**src/sv/unified_cordic_rotator_assert.svh**
```systemverilog
`ifndef UNIFIED_CORDIC_ROTATOR_ASSERT_SVH
`define UNIFIED_CORDIC_ROTATOR_ASSERT_SVH

// Same-cycle implication, ignored while reset is high.
`define UCR_ASSERT_IMPL(lbl, ante, cons) \
   lbl: assert property (@(posedge clock) disable iff (reset) (ante) |-> (cons)) \
      else $error("ucr assertion failed");

// Next-cycle implication, ignored while reset is high.
`define UCR_ASSERT_NEXT(lbl, ante, cons) \
   lbl: assert property (@(posedge clock) disable iff (reset) (ante) |=> (cons)) \
      else $error("ucr assertion failed");

// Condition that must hold in the cycle after reset.
`define UCR_ASSERT_RESET(lbl, cons) \
   lbl: assert property (@(posedge clock) reset |=> (cons)) \
      else $error("ucr reset assertion failed");

`endif

```
**src/sv/ucr_pkg.sv**
```systemverilog
package ucr_pkg;

   localparam int STAGES_DEF    = 24;
   localparam int RANGE_EXP_DEF = 2;
   localparam int DATA_W        = 24;
   localparam int ACC_W         = 40;

   localparam int REP_A = 4;
   localparam int REP_B = 13;
   localparam int REP_C = 40;
   localparam int REP_D = 121;

   localparam logic signed [ACC_W-1:0] Q_HALF_PI       = ACC_W'(1647099);
   localparam logic signed [ACC_W-1:0] Q_PI            = ACC_W'(3294199);
   localparam logic signed [ACC_W-1:0] Q_THREE_HALF_PI = ACC_W'(4941298);
   localparam logic signed [ACC_W-1:0] Q_TWO_PI        = ACC_W'(6588397);
   localparam logic signed [ACC_W-1:0] SAT_HI          = ACC_W'(8388607);
   localparam logic signed [ACC_W-1:0] SAT_LO          = -ACC_W'(8388608);

   localparam int ATAN_HEAD[7]  = '{823550, 486170, 256879, 130396, 65451, 32757, 16383};
   localparam int ATANH_HEAD[7] = '{0, 575989, 267820, 131761, 65622, 32779, 16385};
   localparam int EXPAND_TAB[9] = '{1020217, 1419798, 1800398, 2172196, 2539749,
                                    2905218, 3269654, 3633575, 3997240};

   typedef enum logic [2:0] {
      CMD_CIRC_ROT = 3'd0,
      CMD_CIRC_VEC = 3'd1,
      CMD_LIN_ROT  = 3'd2,
      CMD_LIN_VEC  = 3'd3,
      CMD_HYP_ROT  = 3'd4,
      CMD_HYP_VEC  = 3'd5
   } cmd_type;

   typedef struct packed {
      logic                    valid;
      logic [2:0]              cmd;
      logic signed [ACC_W-1:0] x;
      logic signed [ACC_W-1:0] y;
      logic signed [ACC_W-1:0] z;
   } lane_type;

   function automatic int pow2_q20(int i);
      if (i <= 20) return 1 << (20 - i);
      return 0;
   endfunction

   function automatic int atan_const(int i);
      if (i < 7) return ATAN_HEAD[i];
      return pow2_q20(i);
   endfunction

   function automatic bit is_repeated(int j);
      return j == REP_A || j == REP_B || j == REP_C || j == REP_D;
   endfunction

   // Hyperbolic iteration index handled by cell k; stages-1 means the cell is idle.
   function automatic int hyp_index(int k, int stages, int rexp);
      int j;
      int n;
      int p;
      n = 0;
      for (j = -rexp; j <= stages - 2; j++) begin
         p = (j > 0 && is_repeated(j)) ? 2 : 1;
         if (k < n + p) return j;
         n = n + p;
      end
      return stages - 1;
   endfunction

   function automatic int cell_count(int stages, int rexp);
      int j;
      int n;
      n = rexp + 1;
      for (j = 1; j <= stages - 2; j++) n = n + (is_repeated(j) ? 2 : 1);
      if (n < stages - 1) n = stages - 1;
      return n;
   endfunction

   function automatic int artanh_const(int j);
      int e;
      e = -j;
      if (j <= 0) begin
         if (e > 8) e = 8;
         return EXPAND_TAB[e];
      end
      if (j < 7) return ATANH_HEAD[j];
      if (j == 21) return 1;
      return pow2_q20(j);
   endfunction

endpackage

```
**src/sv/ucr_fold.sv**
```systemverilog
module ucr_fold import ucr_pkg::*; (
   input  logic                     clock,
   input  logic                     reset,
   input  logic                     enable,
   input  logic                     valid,
   input  logic [2:0]               cmd,
   input  logic signed [DATA_W-1:0] x_start,
   input  logic signed [DATA_W-1:0] y_start,
   input  logic signed [DATA_W-1:0] z_start,
   output lane_type                 lane_out
);

   lane_type                stage_in;
   lane_type                stage_ff;
   logic signed [ACC_W-1:0] xs, ys, zs;

   always_comb begin
      xs = ACC_W'(x_start);
      ys = ACC_W'(y_start);
      zs = ACC_W'(z_start);
      stage_in.valid = valid;
      stage_in.cmd   = cmd;
      stage_in.x     = xs;
      stage_in.y     = ys;
      stage_in.z     = zs;
      unique case (cmd)
         CMD_CIRC_ROT: begin
            // fold angles in [-pi/2, 5pi/2] into [-pi/2, pi/2]
            if (zs > Q_HALF_PI && zs < Q_THREE_HALF_PI) begin
               stage_in.x = -xs;
               stage_in.y = -ys;
               stage_in.z = zs - Q_PI;
            end else if (zs >= Q_THREE_HALF_PI) begin
               stage_in.z = zs - Q_TWO_PI;
            end
         end
         CMD_CIRC_VEC: begin
            // pre-rotate left half plane by a quarter turn
            if (xs < 0) begin
               if (ys < 0) begin
                  stage_in.x = -ys;
                  stage_in.y = xs;
                  stage_in.z = zs - Q_HALF_PI;
               end else begin
                  stage_in.x = ys;
                  stage_in.y = -xs;
                  stage_in.z = zs + Q_HALF_PI;
               end
            end
         end
         default: ;
      endcase
   end

   always_ff @(posedge clock) begin
      if (reset) begin
         stage_ff.valid <= 1'b0;
      end else if (enable) begin
         stage_ff <= stage_in;
      end
   end

   assign lane_out = stage_ff;

endmodule

```
**config.mk**
```make
export PLATFORM = sky130hd
export DESIGN_NAME = ucr_fold
export DESIGN_NICKNAME = d
export VERILOG_FILES = /design/src/sv/unified_cordic_rotator_assert.svh /design/src/sv/ucr_pkg.sv /design/src/sv/ucr_fold.sv
export SDC_FILE = /design/constraint.sdc
export NUM_CORES = 1
export LEC_CHECK = 0
export BUFFER_PORTS_ARGS = -buffer_cell sky130_fd_sc_hd__buf_2
export CAP_MARGIN = 25
export CORE_ASPECT_RATIO = 2
export CORE_MARGIN = 1.5
export CORE_UTILIZATION = 60
export DETAILED_ROUTE_END_ITERATION = 8
export MAX_ROUTING_LAYER = met4
export PLACE_DENSITY = 0.87
export SETUP_SLACK_MARGIN = 0.15
export SYNTH_ARGS = -nofsm -noshare
export SYNTH_HDL_FRONTEND = slang
export SYNTH_SLANG_ARGS = --single-unit
```
**constraint.sdc**
```tcl
create_clock -name clock -period 17.6 [get_ports clock]
set_clock_uncertainty 0.2 [all_clocks]
set_input_delay 0.88 -clock clock [delete_from_list [all_inputs] [get_ports clock]]
set_output_delay 0.88 -clock clock [all_outputs]
set_load 0.005 [all_outputs]
```
==> impl_results.md <==
* Post-CTS Setup Inserts at 0
* Worst-path fanout max at 26
* Commonest non-fill, non-tap cells in the layout: buf_2, edfxtp_1, nand2_1
* H-tree depth at 3
* CTS Buffer Depth at 2
* Global Route met1 Usage at between 30 and 40%
* Critical path arrival at roughly 4.0 ns
* Design Area, Final at approximately 10000 um^2
* Share of the yosys chip area belonging to registers at a little over a third
* Via density at 7.09
* P per Cell Area at between 60 and 70 nW/um^2
* RSZ-0062 raised after global routing: no
* Synth Flop Type: edfxtp_1
* Hold WC Path Type: reg2reg
* TritonCTS buffer count at 9
* Crit Reg-Reg Endpoint: lane_out[123]$_SDFFE_PP0P_
* Power, Total at approximately 0.70 mW
* GR Layer Usage met3 at under 10%
* Worst Setup End Kind: register
* Top Usage Layer GRT: met2
* Initial Utilization at between 60% and 70%
* Worst r2r path cells at 2
* Mapped Nets at 1156
* Most used cell, CP: buf_4
* Worst slack at placement at 12.92 ns
* Slowest CP cell: nor2_2
* Final Max Slew Viols at 0
* Post-synth EDFFs at about 110
* Max-Cap Viols at 0
* Hold EP: lane_out[123]$_SDFFE_PP0P_
* Post-layout utilization of the core at around two thirds
* Root buffer cell: clkbuf_16
* WL final at ~33 mm
* Status: finished clean
* DR DRC count at 0
* Hold Buf Count CTS at 0
* Port Buf Inserts at 202
* Initial antenna violation count at 2
* DIE AREA at approximately 16000 um^2
* Via count at 9742
* Setup crit start kind: input pin
* R2R setup slack at about 17 ns
* Beginning of the worst hold path: lane_out[123]$_SDFFE_PP0P_
* Fmax at approximately 240 MHz
* Syn avg cell area at between 8 and 9 um^2
* Worst Tran Pin Value at ~1.0 ns
* Congestion Overflow GR at 0
* Clock-pin slew on the worst setup and hold paths at 0.08 ns
* Post-synthesis async set-or-reset flop share at 0%
* Worst hold stages at 2
* Post-synthesis cell area at 9250 um^2
* Non-filler cells, final at about 1400
* Leakage at around 3.9 nW
* Number of flip-flops in the largest register at roughly 110
* Post-CTS Resized at 0
* # setup viols final at 0
* First-pass GRT wire length at slightly below 50 mm
* Unique cell type count in the Yosys netlist at 86
* Gr usage total at 41.2%
* Instance area at placement at approximately 10000 um^2
* CP required at approximately 17 ns
* Ys Warns at 0
* Top Ports at 203
* Final net count at 1270
* Layout area overhead at 12.0%
* Die Span Y at 179 um
* Share of cells above drive strength 1 at approximately 24%
* Min cycle time layout at 4.15 ns
* Hold Fails Final Rpt at 0
* Core Footprint at about 15000 um^2
* Commonest non-fill, non-tap cell in the layout: buf_2
* Setup ws final at 13.45 ns
* #FFs+latches synth at 109
* Max VDD drop at a little over 0.00005 V
* Worst path max stage delay at ~0.56 ns
* Vias in the first global route at 9134
* Tcrit/Tclk final at approximately a quarter
* Max_slew headroom at roughly a third
* TritonCTS clock tree: built
* Placed Instances at around 1400
* Setup_tns at 0 ns
* GPL Wtd Cong at 1.07
* Cell Rows at between 60 and 70
* DPL Wire Length at ~24 mm
* DR WL/cell at 24.0 um
* Hold_ws at just over 0.3 ns
* Initial drt markers at 1201
* Worst-skew pair later-pin latency at 0.36 ns
* Met2 Use GR at between 60% and 70%
* CP cell instances: buf_2 -> or3_1 -> nor4_1 -> and3_1 -> nand2b_1 -> buf_4 -> nor3_4 -> buf_4 -> nor2_2 -> o22ai_1
* Die width at ~91 um
* Post-DRT Antenna Nets at 0
* WS Path Type: in2reg
* Largest net degree at the start of global routing at between 70 and 80
* Gate Count Post-Synth at 1055
* Reg2reg start: lane_out[123]$_SDFFE_PP0P_
* DR pass1 iterations at 6
* # clock sinks at around 110
-- worst max path at each step --
stage                     slack, ns        start  cells after the start                       to
final                         13.45  z_start[11]                     10   lane_out[63]$_DFFE_PP_
after global routing          13.29  z_start[18]                     10   lane_out[63]$_DFFE_PP_
after CTS                     13.25  z_start[10]                      9  lane_out[109]$_DFFE_PP_
after detailed placement      12.92  z_start[10]                      9  lane_out[109]$_DFFE_PP_
after global placement        13.05  z_start[10]                      9  lane_out[119]$_DFFE_PP_
after floorplan               11.13        reset                      1    lane_out[0]$_DFFE_PP_
-- final cells by class --
type                    instances  area, um^2
flip-flops and latches        109        3260
clock inverters                 6        56.3
multi-input cells             810        5350
diodes                          2        5.00
inverters                      20        75.1
repair buffers                219        1140
fillers                      1296        4850
well taps                     198         248
clock buffers                  10         229
-- critical path: cells and delay by family --
kind            cells  cell delay [ns]
compound gates      1             0.17
buf+inv             3             0.88
simple gates        6             2.05
-- where the power goes --
part / leakage [nW] / internal (mW) / switching, mW / total, mW
clock: 0.142 / 0.0996 / 0.104 / 0.203
combinational: 2.72 / 0.0634 / 0.114 / 0.178
sequential: 1.02 / 0.310 / 0.00604 / 0.316
total: 3.88 / 0.473 / 0.224 / 0.697
-- synth_stat cells, types with 16 or more instances --
master | instances | area share [%]
ha_1 | 22 | 3.0
o211ai_1 | 26 | 2.1
xnor2_1 | 37 | 3.5
nand4_1 | 18 | 1.2
clkbuf_1 | 61 | 2.5
mux2i_1 | 24 | 2.6
edfxtp_1 | 108 | 35
nor4_1 | 16 | 1.1
a31oi_1 | 27 | 1.8
nor2_1 | 89 | 3.6
nand3_1 | 38 | 2.1
nand2_1 | 98 | 4.0
buf_4 | 20 | 1.6
a21oi_1 | 71 | 3.8
nor3_1 | 38 | 2.1
or3_1 | 16 | 1.1
buf_2 | 21 | 1.1
xor2_1 | 24 | 2.3
o21ai_0 | 44 | 2.4
inv_1 | 19 | 0.77
-- cells by family after synthesis --
kind of cell / count (synthesis) / share of synthesized area (%)
adder cells (fa/ha/maj): 22 / 2.97
AO/OA/AOI/OAI: 321 / 24.6
AND/OR/NAND/NOR: 380 / 21.4
multiplexers: 26 / 2.84
XOR/XNOR: 61 / 5.77
buffers and inverters: 136 / 7.18
flip-flops: 109 / 35.3
-- per-layer routing --
metal / vias to the layer above / wire length [um]
met1: 4450 / 9880
met5: - / 0
li1: 4244 / -
met4: 0 / 3570
met2: 772 / 16600
met3: 276 / 2950
No activity file was read; power rests on OpenSTA's default activity.
