$ cat src/sv/unified_cordic_rotator_assert.svh
`ifndef UNIFIED_CORDIC_ROTATOR_ASSERT_SVH
`define UNIFIED_CORDIC_ROTATOR_ASSERT_SVH

// Same-cycle implication, ignored while reset is high.
`define UCR_ASSERT_IMPL(lbl, ante, cons) \
   lbl: assert property (@(posedge clock) disable iff (reset) (ante) |-> (cons)) \
      else $error("ucr assertion failed");

// Next-cycle implication, ignored while reset is high.
`define UCR_ASSERT_NEXT(lbl, ante, cons) \
   lbl: assert property (@(posedge clock) disable iff (reset) (ante) |=> (cons)) \
      else $error("ucr assertion failed");

// Condition that must hold in the cycle after reset.
`define UCR_ASSERT_RESET(lbl, cons) \
   lbl: assert property (@(posedge clock) reset |=> (cons)) \
      else $error("ucr reset assertion failed");

`endif

$ cat src/sv/ucr_pkg.sv
package ucr_pkg;

   localparam int STAGES_DEF    = 24;
   localparam int RANGE_EXP_DEF = 2;
   localparam int DATA_W        = 24;
   localparam int ACC_W         = 40;

   localparam int REP_A = 4;
   localparam int REP_B = 13;
   localparam int REP_C = 40;
   localparam int REP_D = 121;

   localparam logic signed [ACC_W-1:0] Q_HALF_PI       = ACC_W'(1647099);
   localparam logic signed [ACC_W-1:0] Q_PI            = ACC_W'(3294199);
   localparam logic signed [ACC_W-1:0] Q_THREE_HALF_PI = ACC_W'(4941298);
   localparam logic signed [ACC_W-1:0] Q_TWO_PI        = ACC_W'(6588397);
   localparam logic signed [ACC_W-1:0] SAT_HI          = ACC_W'(8388607);
   localparam logic signed [ACC_W-1:0] SAT_LO          = -ACC_W'(8388608);

   localparam int ATAN_HEAD[7]  = '{823550, 486170, 256879, 130396, 65451, 32757, 16383};
   localparam int ATANH_HEAD[7] = '{0, 575989, 267820, 131761, 65622, 32779, 16385};
   localparam int EXPAND_TAB[9] = '{1020217, 1419798, 1800398, 2172196, 2539749,
                                    2905218, 3269654, 3633575, 3997240};

   typedef enum logic [2:0] {
      CMD_CIRC_ROT = 3'd0,
      CMD_CIRC_VEC = 3'd1,
      CMD_LIN_ROT  = 3'd2,
      CMD_LIN_VEC  = 3'd3,
      CMD_HYP_ROT  = 3'd4,
      CMD_HYP_VEC  = 3'd5
   } cmd_type;

   typedef struct packed {
      logic                    valid;
      logic [2:0]              cmd;
      logic signed [ACC_W-1:0] x;
      logic signed [ACC_W-1:0] y;
      logic signed [ACC_W-1:0] z;
   } lane_type;

   function automatic int pow2_q20(int i);
      if (i <= 20) return 1 << (20 - i);
      return 0;
   endfunction

   function automatic int atan_const(int i);
      if (i < 7) return ATAN_HEAD[i];
      return pow2_q20(i);
   endfunction

   function automatic bit is_repeated(int j);
      return j == REP_A || j == REP_B || j == REP_C || j == REP_D;
   endfunction

   // Hyperbolic iteration index handled by cell k; stages-1 means the cell is idle.
   function automatic int hyp_index(int k, int stages, int rexp);
      int j;
      int n;
      int p;
      n = 0;
      for (j = -rexp; j <= stages - 2; j++) begin
         p = (j > 0 && is_repeated(j)) ? 2 : 1;
         if (k < n + p) return j;
         n = n + p;
      end
      return stages - 1;
   endfunction

   function automatic int cell_count(int stages, int rexp);
      int j;
      int n;
      n = rexp + 1;
      for (j = 1; j <= stages - 2; j++) n = n + (is_repeated(j) ? 2 : 1);
      if (n < stages - 1) n = stages - 1;
      return n;
   endfunction

   function automatic int artanh_const(int j);
      int e;
      e = -j;
      if (j <= 0) begin
         if (e > 8) e = 8;
         return EXPAND_TAB[e];
      end
      if (j < 7) return ATANH_HEAD[j];
      if (j == 21) return 1;
      return pow2_q20(j);
   endfunction

endpackage

$ cat src/sv/ucr_cell.sv
module ucr_cell import ucr_pkg::*; #(
   parameter int K               = 0,
   parameter int STAGES          = STAGES_DEF,
   parameter int RANGE_EXPANSION = RANGE_EXP_DEF
) (
   input  logic     clock,
   input  logic     reset,
   input  logic     enable,
   input  lane_type lane_in,
   output lane_type lane_out
);

   localparam bit CIRC_EN = K <= STAGES - 2;
   localparam int HJ      = hyp_index(K, STAGES, RANGE_EXPANSION);
   localparam bit HYP_EN  = HJ <= STAGES - 2;
   localparam bit HYP_EXP = HJ <= 0;
   localparam int HYP_SH  = HYP_EXP ? 2 - HJ : HJ;
   localparam logic signed [ACC_W-1:0] ATAN_C  = ACC_W'(atan_const(K));
   localparam logic signed [ACC_W-1:0] LIN_C   = ACC_W'(pow2_q20(K));
   localparam logic signed [ACC_W-1:0] ATANH_C = ACC_W'(artanh_const(HJ));

   lane_type                stage_in;
   lane_type                stage_ff;
   logic signed [ACC_W-1:0] cx, cy, hx, hy;
   logic                    up;

   always_comb begin
      cx = lane_in.x >>> K;
      cy = lane_in.y >>> K;
      hx = HYP_EXP ? lane_in.x - (lane_in.x >>> HYP_SH) : lane_in.x >>> HYP_SH;
      hy = HYP_EXP ? lane_in.y - (lane_in.y >>> HYP_SH) : lane_in.y >>> HYP_SH;
      stage_in = lane_in;
      up = 1'b0;
      unique case (lane_in.cmd)
         CMD_CIRC_ROT, CMD_CIRC_VEC: begin
            up = lane_in.cmd[0] ? lane_in.y < 0 : lane_in.z >= 0;
            if (CIRC_EN) begin
               stage_in.x = up ? lane_in.x - cy : lane_in.x + cy;
               stage_in.y = up ? lane_in.y + cx : lane_in.y - cx;
               stage_in.z = up ? lane_in.z - ATAN_C : lane_in.z + ATAN_C;
            end
         end
         CMD_LIN_ROT, CMD_LIN_VEC: begin
            up = lane_in.cmd[0] ? lane_in.y < 0 : lane_in.z >= 0;
            if (CIRC_EN) begin
               stage_in.y = up ? lane_in.y + cx : lane_in.y - cx;
               stage_in.z = up ? lane_in.z - LIN_C : lane_in.z + LIN_C;
            end
         end
         CMD_HYP_ROT, CMD_HYP_VEC: begin
            up = lane_in.cmd[0]
               ? (lane_in.x != 0 && lane_in.y != 0 &&
                  lane_in.x[ACC_W-1] != lane_in.y[ACC_W-1])
               : lane_in.z >= 0;
            if (HYP_EN) begin
               stage_in.x = up ? lane_in.x + hy : lane_in.x - hy;
               stage_in.y = up ? lane_in.y + hx : lane_in.y - hx;
               stage_in.z = up ? lane_in.z - ATANH_C : lane_in.z + ATANH_C;
            end
         end
         default: ;
      endcase
   end

   always_ff @(posedge clock) begin
      if (reset) begin
         stage_ff.valid <= 1'b0;
      end else if (enable) begin
         stage_ff <= stage_in;
      end
   end

   assign lane_out = stage_ff;

endmodule

$ cat config.mk
export PLATFORM = sky130hd
export DESIGN_NAME = ucr_cell
export DESIGN_NICKNAME = d
export VERILOG_FILES = /design/src/sv/unified_cordic_rotator_assert.svh /design/src/sv/ucr_pkg.sv /design/src/sv/ucr_cell.sv
export SDC_FILE = /design/constraint.sdc
export NUM_CORES = 1
export LEC_CHECK = 0
export ABC_AREA = 0
export BUFFER_PORTS_ARGS = -buffer_cell sky130_fd_sc_hd__buf_2
export CAP_MARGIN = 5
export CORE_UTILIZATION = 30
export CTS_BUF_LIST = sky130_fd_sc_hd__clkbuf_8
export DETAILED_ROUTE_END_ITERATION = 7
export SLEW_MARGIN = 20
export SYNTH_ARGS = -nofsm -noshare
export SYNTH_HDL_FRONTEND = slang
export SYNTH_SLANG_ARGS = --single-unit
$ cat constraint.sdc
create_clock -name clock -period 11.5 [get_ports clock]
set_input_delay 2.3 -clock clock [delete_from_list [all_inputs] [get_ports clock]]
set_output_delay 2.3 -clock clock [all_outputs]
set_load 0.005 [all_outputs]
==> run_results.csv <==
group,metric,value,unit
status,status,"finished, final reports clean",
pwr,peakVddDrop,0.00006969,V
global_routing,grt_max_degree,104,
pwr,p_int,1.664,mW
global_routing,grt_pass1_wl,156.1,mm
timing,final_hold_viol_count,0,
cts,cts_setup_buffers,0,
timing,max_slew_margin,22.65,%
place,io_buffers,250,
hold_path,min_to,"lane_out[123]$_SDFFE_PP0P_",
timing,finClkSkew,0,ns
global_routing,use_met3,2.976,%
setup_path,cp.arrival,9.75,ns
drt,routedWlPerCell,22.36,um
logic_synthesis,syn_avg_cell_area,7.428,um^2
logic_synthesis,syn-cell-area,25510,um^2
global_routing,use_met2,37.68,%
cts,root_buffer,"clkbuf_8",
drt,first_pass_iters,6,
logic_synthesis,synthCells,3434,
place,place.gp.congestion,0.9817,
hold_path,hp-start,"lane_out[123]$_SDFFE_PP0P_",
finish,seq_area,3714,um^2
cts,tritoncts,"yes",
logic_synthesis,ys_ff_latch,124,
logic_synthesis,ys_warn_count,0,
global_routing,use_met1,33.09,%
run,maxCapViolations,0,
logic_synthesis,synth-main-ff-cell,"edfxtp_1",
logic_synthesis,ys_top_cells_by_area,"ha_1 (16%), edfxtp_1 (14%), a21oi_1 (7.6%)",
place,dpl_cell_area,27880,um^2
timing,fin_setup_tns,0,ns
setup_path,crit_fanout,7,
place,hpwl,86.75,mm
pwr,p_sw_share,50.80,%
cts,clock_latency,0.52,ns
pwr,seqPwrFrac,17.6,%
setup_path,rr_worst_depth,2,
pwr,powerDensity,119.5,nW/um^2
cts,ctsResizeCount,0,
pwr,p_clk_share,12.5,%
floorplan,fp.dieH,293.6,um
setup_path,r2r_start,"lane_out[123]$_SDFFE_PP0P_",
setup_path,crit_family,"compound AO/OA/AOI/OAI gates",
setup_path,path_buf_inv,3,
drt,vias,27302,
setup_path,end_kind,"register",
finish,largest_reg_flops,124,
logic_synthesis,netlist.area_leader.share,16.33,%
finish,stdcell_area,28310,um^2
floorplan,rows,106,
drt,via_per_inst,5.750,
floorplan,start_util,30.38,%
timing,worst_pin_slew,1.157,ns
hold_path,hold_class,"register to register",
drt,first_iter_violations,2763,
floorplan,die_w,293.6,um
floorplan,core,83950,um^2
timing,clock.fmax,105.9,MHz
finish,instances_no_fill,4748,
floorplan,dieArea,86190,um^2
logic_synthesis,yosysTopAreaCell,"ha_1",
finish,post_route_cells_drive_above_1_share,10.32,%
cts,cts_hold_buffers,0,
setup_path,cp.required,11.80,ns
global_routing,gr-usage-all-layers,23.86,%
pwr,switching_power,1.718,mW
finish,layout_commonest_cell,"a21oi_1",
setup_path,crit_slowest_cell,"nor4_2",
setup_path,critPathKind,"input port to register",
timing,period_share,82.14,%
place,dp.cells,4707,
cts,clockBufferDepth,2,
logic_synthesis,synth_nets,3903,
setup_path,start_kind,"input port",
finish,nNetsFinal,4061,
global_routing,grt-busiest-layer,"met2",
timing,slew_violations,0,
global_routing,grt_pass1_vias,25260,
setup_path,r2r_end,"lane_out[123]$_SDFFE_PP0P_",
cts,cts_sinks,124,
finish,final_cell_mix,"a21oi_1 (388), ha_1 (333), nor2_1 (290)",
cts,cts-buffers-inserted,17,
drt,wirelength,106.2,mm
drt,route.detailed.drc,0,
floorplan,io_pins,251,
hold_path,hold_depth,2,
pwr,p_total,3.382,mW
finish,multi_input_area,20590,um^2
finish,area_growth,10.97,%
setup_path,rrSetupSlack,10.92,ns
finish,num-fill-cells,9095,
pwr,p_leak,12.23,nW
global_routing,gr-total-overflow,0,
cts,clkTransAtPathRegs,0.12,ns
logic_synthesis,ys_seq_area_share,14.56,%
timing,setup_viol,0,
place,post-place-ws,1.491,ns
setup_path,slowest_delay,0.62,ns
timing,layout_setup_ws,2.054,ns
cts,cts_max_level,4,
timing,final.min_clock_period,9.446,ns
logic_synthesis,async_flop_share,0,%
global_routing,antenna_found_initial,15,
timing,rsz0062_at_grt,"false",
logic_synthesis,synth_edf_count,123,
logic_synthesis,synth_cell_types,89,
drt,drtAntennaViolNets,0,
pwr,combPwrFrac,70.0,%
==> power groups by stage <==
stage / combinational, mW / sequential, mW / clock (mW)
after floorplan: 1.63 / 0.607 / 0
after global placement: 2.31 / 0.605 / 0
after detailed placement: 2.31 / 0.605 / 0
after CTS: 2.32 / 0.595 / 0.437
after global routing: 2.58 / 0.598 / 0.450
final: 2.37 / 0.594 / 0.422
==> cells by family after synthesis <==
family | Yosys count | synth area share [%]
flops | 124 | 14.56
xor+xnor | 322 | 11.11
buf+inv | 330 | 4.866
mux | 41 | 1.638
simple gates | 994 | 18.87
fa+ha+maj | 342 | 17.04
compound gates | 1281 | 31.91
==> stage by stage <==
step	util [%]	hold WS, ns
2_1_floorplan	-	0.4850
3_5_place_dp	33.21	0.4912
4_1_cts	33.69	0.5120
6_report	33.72	0.5054
3_3_place_gp	33.20	0.4746
5_1_grt	33.71	0.5905
==> cells in the mapped netlist (all sizes together) (67+ instances only) <==
master  instances
a21o          155
a21oi         388
clkbuf        109
edfxtp        123
ha            333
inv           194
nand2         264
nor2          291
nor3           67
o21ai         279
o21bai         75
xnor2         221
xor2          100
==> metal layers <==
metal | part of all wire, % | routed length, um
met1 | 45 | 47560
met2 | 44 | 46430
met3 | 7.8 | 8279
met4 | 3.6 | 3856
met5 | 0.058 | 62
==> cell type report <==
cell class,instances,area share (%)
antenna,9,0.07957
clock buffer,17,0.8266
clock inverter,15,0.5923
inverter,198,2.626
multi-input combinational,2980,72.74
sequential,124,13.12
tap,1134,5.013
timing repair buffer,271,5.008
==> worst register-to-register path, stage by stage (launching register included) <==
cell and delay (ns):
dfxtp_1 0.32, mux2i_1 0.12, nor2_1 0.05
==> worst max-delay path by stage <==
| stage | start | to | slack (ns) | cells past startpoint |
|---|---|---|---|---|
| after floorplan | lane_in[80] | lane_out[79]$_DFFE_PP_ | 2.84 | 27 |
| after global placement | lane_in[109] | lane_out[38]$_DFFE_PP_ | 1.35 | 22 |
| after detailed placement | lane_in[80] | lane_out[79]$_DFFE_PP_ | 1.49 | 27 |
| after CTS | lane_in[80] | lane_out[79]$_DFFE_PP_ | 2.10 | 27 |
| after global routing | lane_in[80] | lane_out[79]$_DFFE_PP_ | 1.53 | 27 |
| final | lane_in[80] | lane_out[79]$_DFFE_PP_ | 2.05 | 27 |
(Power assumes the default switching activity.)
